**config.mk**
```make
export PLATFORM = sky130hd
export DESIGN_NAME = bfdh_modstep
export DESIGN_NICKNAME = d
export VERILOG_FILES = /design/src/hw/rtl/bfdh_pkg.sv /design/src/hw/rtl/bfdh_modstep.sv
export SDC_FILE = /design/constraint.sdc
export NUM_CORES = 1
export LEC_CHECK = 0
export BUFFER_PORTS_ARGS = -buffer_cell sky130_fd_sc_hd__buf_2
export CAP_MARGIN = 20
export CORE_ASPECT_RATIO = 1.5
export CORE_MARGIN = 4
export CORE_UTILIZATION = 50
export DETAILED_ROUTE_END_ITERATION = 10
export MAX_ROUTING_LAYER = met4
export PLACE_DENSITY = 0.81
export SLEW_MARGIN = 15
export SYNTH_ARGS = -nofsm -noshare
export SYNTH_HDL_FRONTEND = slang
export SYNTH_SLANG_ARGS = --single-unit
export TNS_END_PERCENT = 50
```
**constraint.sdc**
```tcl
create_clock -name vclk -period 6.2
set_clock_uncertainty 0.15 [all_clocks]
set_input_delay 0.62 -clock vclk [all_inputs]
set_output_delay 0.62 -clock vclk [all_outputs]
set_load 0.02 [all_outputs]
```
**src/hw/rtl/bfdh_pkg.sv**
```systemverilog
// Shared constants, types and codes for the double-hash Bloom filter engine.
// Depends on nothing; every other file of the block imports it.

package bfdh_pkg;

   // Capacity of the byte store and derived address and index widths.
   localparam int FILTER_BYTES = 8192;
   localparam int ADDR_W       = $clog2(FILTER_BYTES);
   localparam int IDX_W        = ADDR_W + 3;      // bit index, always below the modulus
   localparam int MOD_W        = IDX_W + 1;       // modulus itself, up to 8 * FILTER_BYTES
   localparam int ACC_W        = IDX_W + 2;       // value fed to the modulo step, below 4 * m

   // Hash count limits.
   localparam int MAX_HASHES   = 32;
   localparam int CNT_W        = $clog2(MAX_HASHES + 1);

   // Register field widths fixed by the register map.
   localparam int HC_W         = 6;
   localparam int FS_W         = 14;
   localparam int CSR_ADDR_W   = 2;

   // Digest handling: two bits are consumed per reduction step.
   localparam int WORD_W       = 64;
   localparam int DIGEST_W     = 4 * WORD_W;
   localparam int SHIFT_W      = 2 * DIGEST_W;
   localparam int STEP_W       = $clog2(DIGEST_W / 2);

   localparam logic [HC_W-1:0] HASH_COUNT_RESET = HC_W'(10);
   localparam logic [FS_W-1:0] FILTER_SIZE_RESET = FS_W'(8192);

   // Register indexes.
   localparam logic [CSR_ADDR_W-1:0] CSR_HASH_COUNT  = CSR_ADDR_W'(0);
   localparam logic [CSR_ADDR_W-1:0] CSR_FILTER_SIZE = CSR_ADDR_W'(1);

   typedef enum logic {
      MODE_ADD   = 1'b0,
      MODE_CHECK = 1'b1
   } mode_type;

   typedef enum logic [2:0] {
      ST_IDLE,
      ST_RED_FIRST,
      ST_RED_SECOND,
      ST_READ,
      ST_UPDATE,
      ST_FINISH
   } state_type;

   // Access request from the sequencer to the byte store.
   typedef struct packed {
      logic              rd_en;
      logic              wr_en;
      logic [ADDR_W-1:0] addr;
      logic [7:0]        wr_data;
   } mem_req_type;

   // Finished membership answer handed to the response register.
   typedef struct packed {
      logic valid;
      logic member;
   } result_type;

endpackage

```
**src/hw/rtl/bfdh_modstep.sv**
```systemverilog
// Shared modulo step: reduces a value below four times the modulus.
// Depends on bfdh_pkg for widths.

module bfdh_modstep
   import bfdh_pkg::*;
(
   input  logic [ACC_W-1:0] val,
   input  logic [MOD_W-1:0] modulus,
   output logic [IDX_W-1:0] rem
);

   logic [ACC_W-1:0] m1;
   logic [ACC_W-1:0] m2;
   logic [ACC_W-1:0] m3;
   logic [ACC_W-1:0] sub;

   // Pick the largest multiple of the modulus that does not exceed the value.
   always_comb begin
      m1 = ACC_W'(modulus);
      m2 = m1 << 1;
      m3 = m1 + m2;
      if (val >= m3) begin
         sub = m3;
      end else if (val >= m2) begin
         sub = m2;
      end else if (val >= m1) begin
         sub = m1;
      end else begin
         sub = '0;
      end
      rem = IDX_W'(val - sub);
   end

endmodule

```
==> impl_metrics.csv <==
group,metric,value,unit
run_status,outcome,"finished with violations",
run_status,failed_checks,"negative setup slack",
power_and_ir_drop,p_leak,2.10,nW
route,vias,3299,
cells_and_area,syn_to_final_growth,47.8,%
route,drc,0,
global_routing,grt_remaining_overflow,0,
cells_and_area,finalInstanceArea,4020,µm²
timing,slew_headroom,64.5,%
critical_path,crit_top_cell,"a21oi_2",
flow_run,cap_violations,0,
critical_path,slowest_delay,0.42,ns
die,start_util,52.3,%
route,vias_per_cell,5.98,
power_and_ir_drop,irDropWorstVdd,0.309,mV
power_and_ir_drop,fin_total_pwr,1.12,mW
cells_and_area,final_layout_size_suffix_gt1_share,38.8,%
cells_and_area,num-fill-cells,375,
critical_path,crit_slowest_cell,"a2111o_1",
logic_synthesis,ys_top_cells_by_area,"ha_1 (38%), xnor2_1 (6.8%), a21oi_1 (5.9%)",
timing,hold_slack,1.60,ns
route,wirelength,8.64,mm
logic_synthesis,yosys.area.top_type_share,37.7,%
cells_and_area,num-nets-final,605,
power_and_ir_drop,power.density,278,nW/µm²
global_routing,gr-usage-all-layers,26.7,%
logic_synthesis,syn_inst,348,
cells_and_area,design.seq.count,0,
critical_path,crit_path_start_kind,"input port",
place,routabilityCongestion,0.929,
logic_synthesis,syn_nets,467,
critical_path,path_class,"in2out",
logic_synthesis,synth_area_per_cell,7.82,µm²
route,drt_iter0_markers,194,
critical_path,worst-path-buf-inv,4,
critical_path,critPathTopFamily,"compound AO/OA/AOI/OAI gates",
timing,rsz0062_at_grt,"true",
clocking,cts_hold_buf,0,
timing,hold_violations,0,
cells_and_area,n_antenna_cell,0,
place,portBuffers,51,
logic_synthesis,yosys_warnings,0,
timing,setup_viol,11,
logic_synthesis,synth_most_common_cell,"ha_1",
timing,worst_pin_slew,0.519,ns
cells_and_area,regArea,0,µm²
timing,period_needed,6.79,ns
die,core_area,5200,µm²
logic_synthesis,syn_area,2720,µm²
cells_and_area,multi_input_area,2840,µm²
die,rows,32,
timing,drv_slew,0,
critical_path,crit_arrival,6.02,ns
logic_synthesis,yosysUniqueCellTypes,53,
die,die_w,68.2,µm
place,dp_slack,-0.855,ns
place,dp_hpwl,7.03,mm
worst_hold_path,hp-class,"in2out",
route,drtPass1Iterations,4,
die,die_h,98.3,µm
critical_path,cp_max_fo,4,
cells_and_area,clock_buffers,0,
timing,fin_crit_sh,110,%
critical_path,worst_setup_path_end_kind,"primary output",
critical_path,cp.required,5.43,ns
place,place_area,3680,µm²
timing,setup_slack,-0.593,ns
timing,max_freq,0.147,GHz
route,ant_nets,0,
global_routing,grt_pass1_wl,14.2,mm
die,io_pins,51,
route,wl_per_cell,15.7,µm
die,die_area,6710,µm²
logic_synthesis,synth_common_cells,"ha_1 (82), a21oi_1 (32), inv_1 (30), nor2_1 (29), xnor2_1 (21)",
global_routing,antenna_found_initial,0,
logic_synthesis,synth-seq-area-share,0,%
global_routing,grt_start_max_net_pins,16,
logic_synthesis,yosys.area.top_type,"ha_1",
global_routing,first_global_vias,3347,
cells_and_area,utilization,77.2,%
==> path summary, 6_finish.rpt <==
path / from / endpoint / cells past startpoint
max: modulus[1] / rem[14] / 29
min: val[0] / rem[0] / 5
==> per-layer routing <==
layer	global-route usage, %	share of wire [%]
met1	27.6	36
met2	49.2	53
met3	0.806	4.6
met4	12.9	6.5
met5	-	0
==> stage by stage <==
| step | instances | TNS, ns |
|---|---|---|
| floorplan | 348 | -0.879 |
| global placement | 534 | -4.35 |
| detailed placement | 534 | -5.72 |
| CTS | 546 | -3.43 |
| global route | 552 | -5.53 |
| finish | 552 | -3.64 |
==> layout make-up <==
type / instances / share of cell area, %
multi-input cells: 314 / 70.7
well taps: 68 / 2.12
repair buffers: 140 / 24.3
inverters: 30 / 2.80
==> what timing repair did <==
action,in CTS,in global routing
setup endpoints to repair,12,12
pin swaps,39,14
resized for setup,37,9
buffers inserted,12,7
==> cell families after synthesis <==
| group | share of synthesized area, % |
|---|---|
| mux | 0.368 |
| buf+inv | 4.74 |
| fa+ha+maj | 39.2 |
| compound gates | 33.2 |
| simple gates | 13.8 |
| xor+xnor | 8.69 |
==> where the power goes <==
part,internal (mW),switching [mW]
registers,0,0
logic,0.560,0.559
clock network,0,0
total,0.560,0.559
==> cells in the final DEF, fill, tap and decap left out, types with 3 or more instances in the layout <==
master,count
nor2_1,27
inv_1,29
nor3_1,5
buf_4,98
a211oi_1,3
nand3_1,7
o21ai_0,12
a21oi_1,27
or3_1,3
xor2_1,3
ha_1,75
a21o_1,17
xnor2_1,18
ha_4,3
a21oi_2,5
o21bai_1,3
xor2_2,3
nand2_1,11
a211oi_2,3
nor2b_1,4
xnor2_2,3
o2111ai_1,3
nand2b_1,5
o21a_1,6
ha_2,4
a22o_1,8
buf_2,38
a221oi_1,4
a31oi_1,3
(Power assumes the default switching activity.)
