==> config.mk <==
export PLATFORM = sky130hd
export DESIGN_NAME = bfdh_ctrl
export DESIGN_NICKNAME = d
export VERILOG_FILES = /design/src/hw/rtl/bfdh_pkg.sv /design/src/hw/rtl/bfdh_ctrl.sv
export SDC_FILE = /design/constraint.sdc
export NUM_CORES = 1
export LEC_CHECK = 0
export ABC_AREA = 1
export BUFFER_PORTS_ARGS = -buffer_cell sky130_fd_sc_hd__clkbuf_2
export CAP_MARGIN = 20
export CORE_ASPECT_RATIO = 1.75
export CORE_MARGIN = 2
export CORE_UTILIZATION = 30
export CTS_CLUSTER_DIAMETER = 80
export DETAILED_ROUTE_END_ITERATION = 16
export MAX_ROUTING_LAYER = met4
export PLACE_DENSITY = 0.57
export SLEW_MARGIN = 25
export SYNTH_ARGS = -nofsm -noshare
export SYNTH_HDL_FRONTEND = slang
export SYNTH_SLANG_ARGS = --single-unit
export TNS_END_PERCENT = 20
==> constraint.sdc <==
create_clock -name clock -period 17.05 [get_ports clock]
set_clock_uncertainty 0.2 [all_clocks]
set_input_delay 2.5575 -clock clock [delete_from_list [all_inputs] [get_ports clock]]
set_output_delay 2.5575 -clock clock [all_outputs]
set_load 0.01 [all_outputs]
==> src/hw/rtl/bfdh_pkg.sv <==
// Shared constants, types and codes for the double-hash Bloom filter engine.
// Depends on nothing; every other file of the block imports it.

package bfdh_pkg;

   // Capacity of the byte store and derived address and index widths.
   localparam int FILTER_BYTES = 8192;
   localparam int ADDR_W       = $clog2(FILTER_BYTES);
   localparam int IDX_W        = ADDR_W + 3;      // bit index, always below the modulus
   localparam int MOD_W        = IDX_W + 1;       // modulus itself, up to 8 * FILTER_BYTES
   localparam int ACC_W        = IDX_W + 2;       // value fed to the modulo step, below 4 * m

   // Hash count limits.
   localparam int MAX_HASHES   = 32;
   localparam int CNT_W        = $clog2(MAX_HASHES + 1);

   // Register field widths fixed by the register map.
   localparam int HC_W         = 6;
   localparam int FS_W         = 14;
   localparam int CSR_ADDR_W   = 2;

   // Digest handling: two bits are consumed per reduction step.
   localparam int WORD_W       = 64;
   localparam int DIGEST_W     = 4 * WORD_W;
   localparam int SHIFT_W      = 2 * DIGEST_W;
   localparam int STEP_W       = $clog2(DIGEST_W / 2);

   localparam logic [HC_W-1:0] HASH_COUNT_RESET = HC_W'(10);
   localparam logic [FS_W-1:0] FILTER_SIZE_RESET = FS_W'(8192);

   // Register indexes.
   localparam logic [CSR_ADDR_W-1:0] CSR_HASH_COUNT  = CSR_ADDR_W'(0);
   localparam logic [CSR_ADDR_W-1:0] CSR_FILTER_SIZE = CSR_ADDR_W'(1);

   typedef enum logic {
      MODE_ADD   = 1'b0,
      MODE_CHECK = 1'b1
   } mode_type;

   typedef enum logic [2:0] {
      ST_IDLE,
      ST_RED_FIRST,
      ST_RED_SECOND,
      ST_READ,
      ST_UPDATE,
      ST_FINISH
   } state_type;

   // Access request from the sequencer to the byte store.
   typedef struct packed {
      logic              rd_en;
      logic              wr_en;
      logic [ADDR_W-1:0] addr;
      logic [7:0]        wr_data;
   } mem_req_type;

   // Finished membership answer handed to the response register.
   typedef struct packed {
      logic valid;
      logic member;
   } result_type;

endpackage

==> src/hw/rtl/bfdh_ctrl.sv <==
// Sequencer: digest reduction, index generation and store updates or checks.
// Depends on bfdh_pkg; drives the shared modulo step and the byte store.

module bfdh_ctrl
   import bfdh_pkg::*;
(
   input  logic              clock,
   input  logic              reset,
   input  logic              req_valid,
   output logic              req_ready,
   input  logic              req_mode,
   input  logic [WORD_W-1:0] first_w3,
   input  logic [WORD_W-1:0] first_w2,
   input  logic [WORD_W-1:0] first_w1,
   input  logic [WORD_W-1:0] first_w0,
   input  logic [WORD_W-1:0] second_w3,
   input  logic [WORD_W-1:0] second_w2,
   input  logic [WORD_W-1:0] second_w1,
   input  logic [WORD_W-1:0] second_w0,
   input  logic [HC_W-1:0]   cfg_hash_count,
   input  logic [FS_W-1:0]   cfg_filter_size,
   input  logic              store_busy,
   input  logic [7:0]        rd_data,
   input  logic              rsp_busy,
   input  logic [IDX_W-1:0]  mod_rem,
   output logic [ACC_W-1:0]  mod_val,
   output logic [MOD_W-1:0]  mod_m,
   output mem_req_type       mem_req,
   output result_type        result
);

   state_type          state_ff, state_in;
   mode_type           mode_ff, mode_in;
   logic [SHIFT_W-1:0] shift_ff, shift_in;
   logic [STEP_W-1:0]  step_ff, step_in;
   logic [IDX_W-1:0]   r_ff, r_in;
   logic [IDX_W-1:0]   h1_ff, h1_in;
   logic [IDX_W-1:0]   h2_ff, h2_in;
   logic [IDX_W-1:0]   idx_ff, idx_in;
   logic [MOD_W-1:0]   m_ff, m_in;
   logic [CNT_W-1:0]   n_ff, n_in;
   logic [CNT_W-1:0]   cnt_ff, cnt_in;
   logic               member_ff, member_in;

   logic               accept;
   logic               last_step;
   logic [CNT_W-1:0]   cnt_next;
   logic               bit_set;
   logic [FS_W-1:0]    bytes_eff;
   logic [HC_W-1:0]    hc_eff;

   assign accept    = req_valid && req_ready;
   assign last_step = (step_ff == STEP_W'(DIGEST_W / 2 - 1));
   assign cnt_next  = cnt_ff + CNT_W'(1);
   assign bit_set   = rd_data[idx_ff[2:0]];

   // Zero size counts as one byte; sizes past the store and hash counts past the maximum saturate.
   always_comb begin
      if (cfg_filter_size == '0) begin
         bytes_eff = FS_W'(1);
      end else if (cfg_filter_size > FS_W'(FILTER_BYTES)) begin
         bytes_eff = FS_W'(FILTER_BYTES);
      end else begin
         bytes_eff = cfg_filter_size;
      end
      if (cfg_hash_count > HC_W'(MAX_HASHES)) begin
         hc_eff = HC_W'(MAX_HASHES);
      end else begin
         hc_eff = cfg_hash_count;
      end
   end

   // Next state.
   always_comb begin
      state_in = state_ff;
      case (state_ff)
         ST_IDLE: begin
            if (accept) begin
               state_in = ST_RED_FIRST;
            end
         end
         ST_RED_FIRST: begin
            if (last_step) begin
               state_in = ST_RED_SECOND;
            end
         end
         ST_RED_SECOND: begin
            if (last_step) begin
               state_in = (n_ff == '0) ? ST_FINISH : ST_READ;
            end
         end
         ST_READ: begin
            state_in = ST_UPDATE;
         end
         ST_UPDATE: begin
            state_in = (cnt_next == n_ff) ? ST_FINISH : ST_READ;
         end
         ST_FINISH: begin
            if (mode_ff == MODE_ADD || !rsp_busy) begin
               state_in = ST_IDLE;
            end
         end
         default: begin
            state_in = ST_IDLE;
         end
      endcase
   end

   // Outputs toward the handshake, the modulo step and the store.
   always_comb begin
      req_ready       = 1'b0;
      mod_val         = '0;
      mod_m           = m_ff;
      mem_req         = '0;
      mem_req.addr    = idx_ff[IDX_W-1:3];
      result          = '0;
      result.member   = member_ff;
      case (state_ff)
         ST_IDLE: begin
            req_ready = !store_busy;
         end
         ST_RED_FIRST, ST_RED_SECOND: begin
            mod_val = {r_ff, shift_ff[SHIFT_W-1 -: 2]};
         end
         ST_READ: begin
            mem_req.rd_en = 1'b1;
         end
         ST_UPDATE: begin
            mod_val = ACC_W'(idx_ff) + ACC_W'(h2_ff);
            if (mode_ff == MODE_ADD) begin
               mem_req.wr_en   = 1'b1;
               mem_req.wr_data = rd_data | (8'b1 << idx_ff[2:0]);
            end
         end
         ST_FINISH: begin
            result.valid = (mode_ff == MODE_CHECK) && !rsp_busy;
         end
         default: begin
         end
      endcase
   end

   // Datapath registers.
   always_comb begin
      mode_in   = mode_ff;
      shift_in  = shift_ff;
      step_in   = step_ff;
      r_in      = r_ff;
      h1_in     = h1_ff;
      h2_in     = h2_ff;
      idx_in    = idx_ff;
      m_in      = m_ff;
      n_in      = n_ff;
      cnt_in    = cnt_ff;
      member_in = member_ff;
      case (state_ff)
         ST_IDLE: begin
            if (accept) begin
               mode_in   = mode_type'(req_mode);
               shift_in  = {first_w3, first_w2, first_w1, first_w0,
                            second_w3, second_w2, second_w1, second_w0};
               step_in   = '0;
               r_in      = '0;
               m_in      = MOD_W'({bytes_eff, 3'b000});
               n_in      = CNT_W'(hc_eff);
               cnt_in    = '0;
               member_in = 1'b1;
            end
         end
         ST_RED_FIRST: begin
            shift_in = shift_ff << 2;
            step_in  = step_ff + STEP_W'(1);
            if (last_step) begin
               h1_in = mod_rem;
               r_in  = '0;
            end else begin
               r_in = mod_rem;
            end
         end
         ST_RED_SECOND: begin
            shift_in = shift_ff << 2;
            step_in  = step_ff + STEP_W'(1);
            r_in     = mod_rem;
            if (last_step) begin
               h2_in = mod_rem;
               idx_in = h1_ff;
            end
         end
         ST_UPDATE: begin
            idx_in = mod_rem;
            cnt_in = cnt_next;
            if (mode_ff == MODE_CHECK) begin
               member_in = member_ff & bit_set;
            end
         end
         default: begin
         end
      endcase
   end

   always_ff @(posedge clock) begin
      if (reset) begin
         state_ff <= ST_IDLE;
      end else begin
         state_ff <= state_in;
      end
   end

   always_ff @(posedge clock) begin
      mode_ff   <= mode_in;
      shift_ff  <= shift_in;
      step_ff   <= step_in;
      r_ff      <= r_in;
      h1_ff     <= h1_in;
      h2_ff     <= h2_in;
      idx_ff    <= idx_in;
      m_ff      <= m_in;
      n_ff      <= n_in;
      cnt_ff    <= cnt_in;
      member_ff <= member_in;
   end

endmodule
==> results.ini <==
[status]
status = completed

[yosys]
synth_top_family_by_area = simple AND/OR/NAND/NOR gates
synthXorXnorAreaFrac = 0.00193
yosys.area_share.simple = 0.252
synth_fa_ha_area_frac = 0.00900
synthFlopType = edfxtp_1
synthDominantCellAreaShare = 0.674
yosysSeqAreaShare = 0.676
yosysWarnings = 0
synthMuxAreaShare = 0
synth_seq_cells = 614
synth_compound_area_frac = 0.0184
synth_cells = 2750
post-synth-top-count-cell = nand2_1
yosys-top-cells-area = edfxtp_1 (67%), nand2_1 (23%), buf_4 (1.5%), buf_2 (1.5%), nor2_1 (1.1%)
synth_edf_count = 611
synth_cell_type_count = 40
async_flop_share = 0
netlist_area_um2 = 27200
yosysTopAreaCell = edfxtp_1
avgSynthCellArea_um2 = 9.91
synthTopCellsByCount = nand2_1 (1651), edfxtp_1 (611), buf_2 (79)

[power]
power.internal_w = 0.00404
p_leak_nw = 15.3
swShare = 0.357
p_per_area_nw_per_um2 = 190
p_sw_w = 0.00225
p_total_w = 0.00629
vdd_drop_max_uv = 129
seq_power_share = 0.480
pwr-share-comb = 0.306
clock_power_share = 0.215

[clocking]
cts_resized = 0
cts_tree = yes
cts_max_path_buffers = 3
post_cts_buffers = 0
clkSinkCount = 614
cts_root_buf = clkbuf_16
cts_made_buffers = 59
htreeDepth = 2
cts_hold_buf = 0
clk_pin_slew_ns = 0.06
worstSkewPairLatency_ns = 0.62

[routing]
dr_total_vias = 20000
remaining_drc_errors = 0
drt-wirelength-per-cell_um = 16.0
firstDrtPassIters = 5
ant_nets = 0
vias_per_cell = 4.38
drt_iter0_markers = 1295
routed_wirelength_um = 72800

[timing]
hold_slack_ns = 0.307
finalMaxSlewViolations = 0
rsz0062_at_grt = no
min_period_ns = 6.11
period_share = 0.358
slew_headroom = 0.300
tns_ns = 0
final-setup-viol-count = 0
worst_pin_slew_ns = 1.05
max_freq_mhz = 164
hold_violations = 0

[worst_setup_path]
crit_family = adder cells
slowest_delay_ns = 0.56
cpMostUsedCell = nand3_1
critical_path.endpoint_type = output pin
cp.buffers_inverters = 1
crit_slowest_cell = edfxtp_1
worst-setup-path-type = flop to output pin
cp_cell_sequence = ha_1 > fa_1 > nand2_1 > nand3_1 > o21ai_0 > o21ai_2 > nand3_1 > nand3_1 > nand2_1 > o21ai_0 > clkbuf_2
start_kind = flop
crit_arrival_ns = 3.35
crit_cells = 11
path_max_fanout = 11
critPathRequiredTime_ns = 14.29
reg2regPathDepth = 7

[floorplan]
row_count = 146
fp.dieH_um = 403
dieArea_um2 = 93300
core-area_um2 = 90200
fp.dieW_um = 232
io_pins = 623
start_util = 0.302

[final_layout]
nets = 3890
finalNonFillerCells = 4552
syn_to_final_growth_pct = 21.7
layout-drive-gt1-share = 0.224
regArea_um2 = 18400
fillers = 9256
multi_input_area_um2 = 7690

[place]
finalWeightedCongestion = 0.960
hpwlAfterDp_um = 51000
port_buffers = 619
dp_cells = 4432

[worst_hold_path]
hp-class = flop to flop
holdPathStages = 2

[global_route]
grtUsageTotal = 0.156
grt_pass1_wl_um = 111000
met3_usage = 0.0346
grt_antenna_before_repair = 9
grt_use_met2 = 0.261
grt_pass1_vias = 20100
grt_max_degree = 171
grt-busiest-layer = met2
grt.met1_usage = 0.185
grt_overflow = 0

[flow_run]
maxCapViolations = 0

## state kept, by name, summed over array words and instances, names as in the netlist, 3 cells and up
| name | cells |
|---|---|
| cnt_ff | 6 |
| h1_ff | 16 |
| h2_ff | 16 |
| idx_ff | 16 |
| mod_m | 14 |
| n_ff | 6 |
| r_ff | 16 |
| shift_ff | 512 |
| state_ff | 3 |
| step_ff | 7 |
## power groups by stage
stage	sequential (W)	clock, W	combinational (W)
floorplan	0.00340	0	0.00142
global placement	0.00302	0	0.00195
detailed placement	0.00304	0	0.00197
CTS	0.00302	0.00140	0.00198
global route	0.00309	0.00144	0.00223
finish	0.00302	0.00135	0.00192
## kinds of logic (layout without fill, tap and decap cells)
logic type                 after synthesis  in the layout
and+or+nand+nor                       1793           1793
DFF                                    614            614
buffers and inverters                  226            833
AOI/OAI and AO/OA                       91             91
adders and majority gates               19             19
xor gates and xnor gates                 6              6
other                                    1             12
## cell usage in the layout, fill, tap and decap left out, drive strengths merged, types with 6 or more instances in the layout
| cell | instances |
|---|---|
| a21oi | 33 |
| buf | 22 |
| bufinv | 7 |
| clkbuf | 689 |
| clkinv | 27 |
| diode | 9 |
| edfxtp | 611 |
| ha | 18 |
| inv | 84 |
| nand2 | 1654 |
| nand3 | 34 |
| nand4 | 6 |
| nor2 | 85 |
| o21ai | 44 |
## per-stage QoR
| step | setup WS [ns] | area [um2] | util |
|---|---|---|---|
| after detailed placement | 10.47 | 31200 | 0.345 |
| after CTS | 10.92 | 33100 | 0.367 |
| after global placement | 10.50 | 31200 | 0.345 |
| after floorplan | 1.70 | 27200 | - |
| final | 10.94 | 33200 | 0.367 |
| after global routing | 10.71 | 33200 | 0.367 |
## routing by layer
layer  vias to the layer above  part of all wire  wire length [um]
met5                         -                 0                 0
met1                      9191              0.41             29600
met2                       625              0.50             36100
met4                         0             0.025              1810
met3                       107             0.072              5280
li1                      10000                 -                 -
## area by class of cell
type / instances / share of cell area
Antenna cell: 9 / 0.000679
Clock buffer: 70 / 0.0464
Clock inverter: 41 / 0.0126
Inverter: 81 / 0.00944
Multi-Input combinational cell: 1912 / 0.232
Sequential cell: 614 / 0.555
Tap cell: 1184 / 0.0447
Timing Repair Buffer: 641 / 0.0989
## final timing paths
kind	from	end	slack [ns]
worst max register to register	state_ff[0]	shift_ff[279]	11.91
worst max-delay path	idx_ff[0]	mod_val[14]	10.94
worst min-delay path	shift_ff[468]	shift_ff[470]	0.31
worst min register to register	shift_ff[468]	shift_ff[470]	0.31
## worst register-to-register path, stage by stage (launching register included)
cell	delay, ns
dfxtp_1	0.43
nand3_1	0.21
nand2_4	0.53
inv_8	0.41
nand2_4	0.69
buf_4	0.73
buf_4	0.79
buf_6	0.70
(Power assumes the default switching activity.)
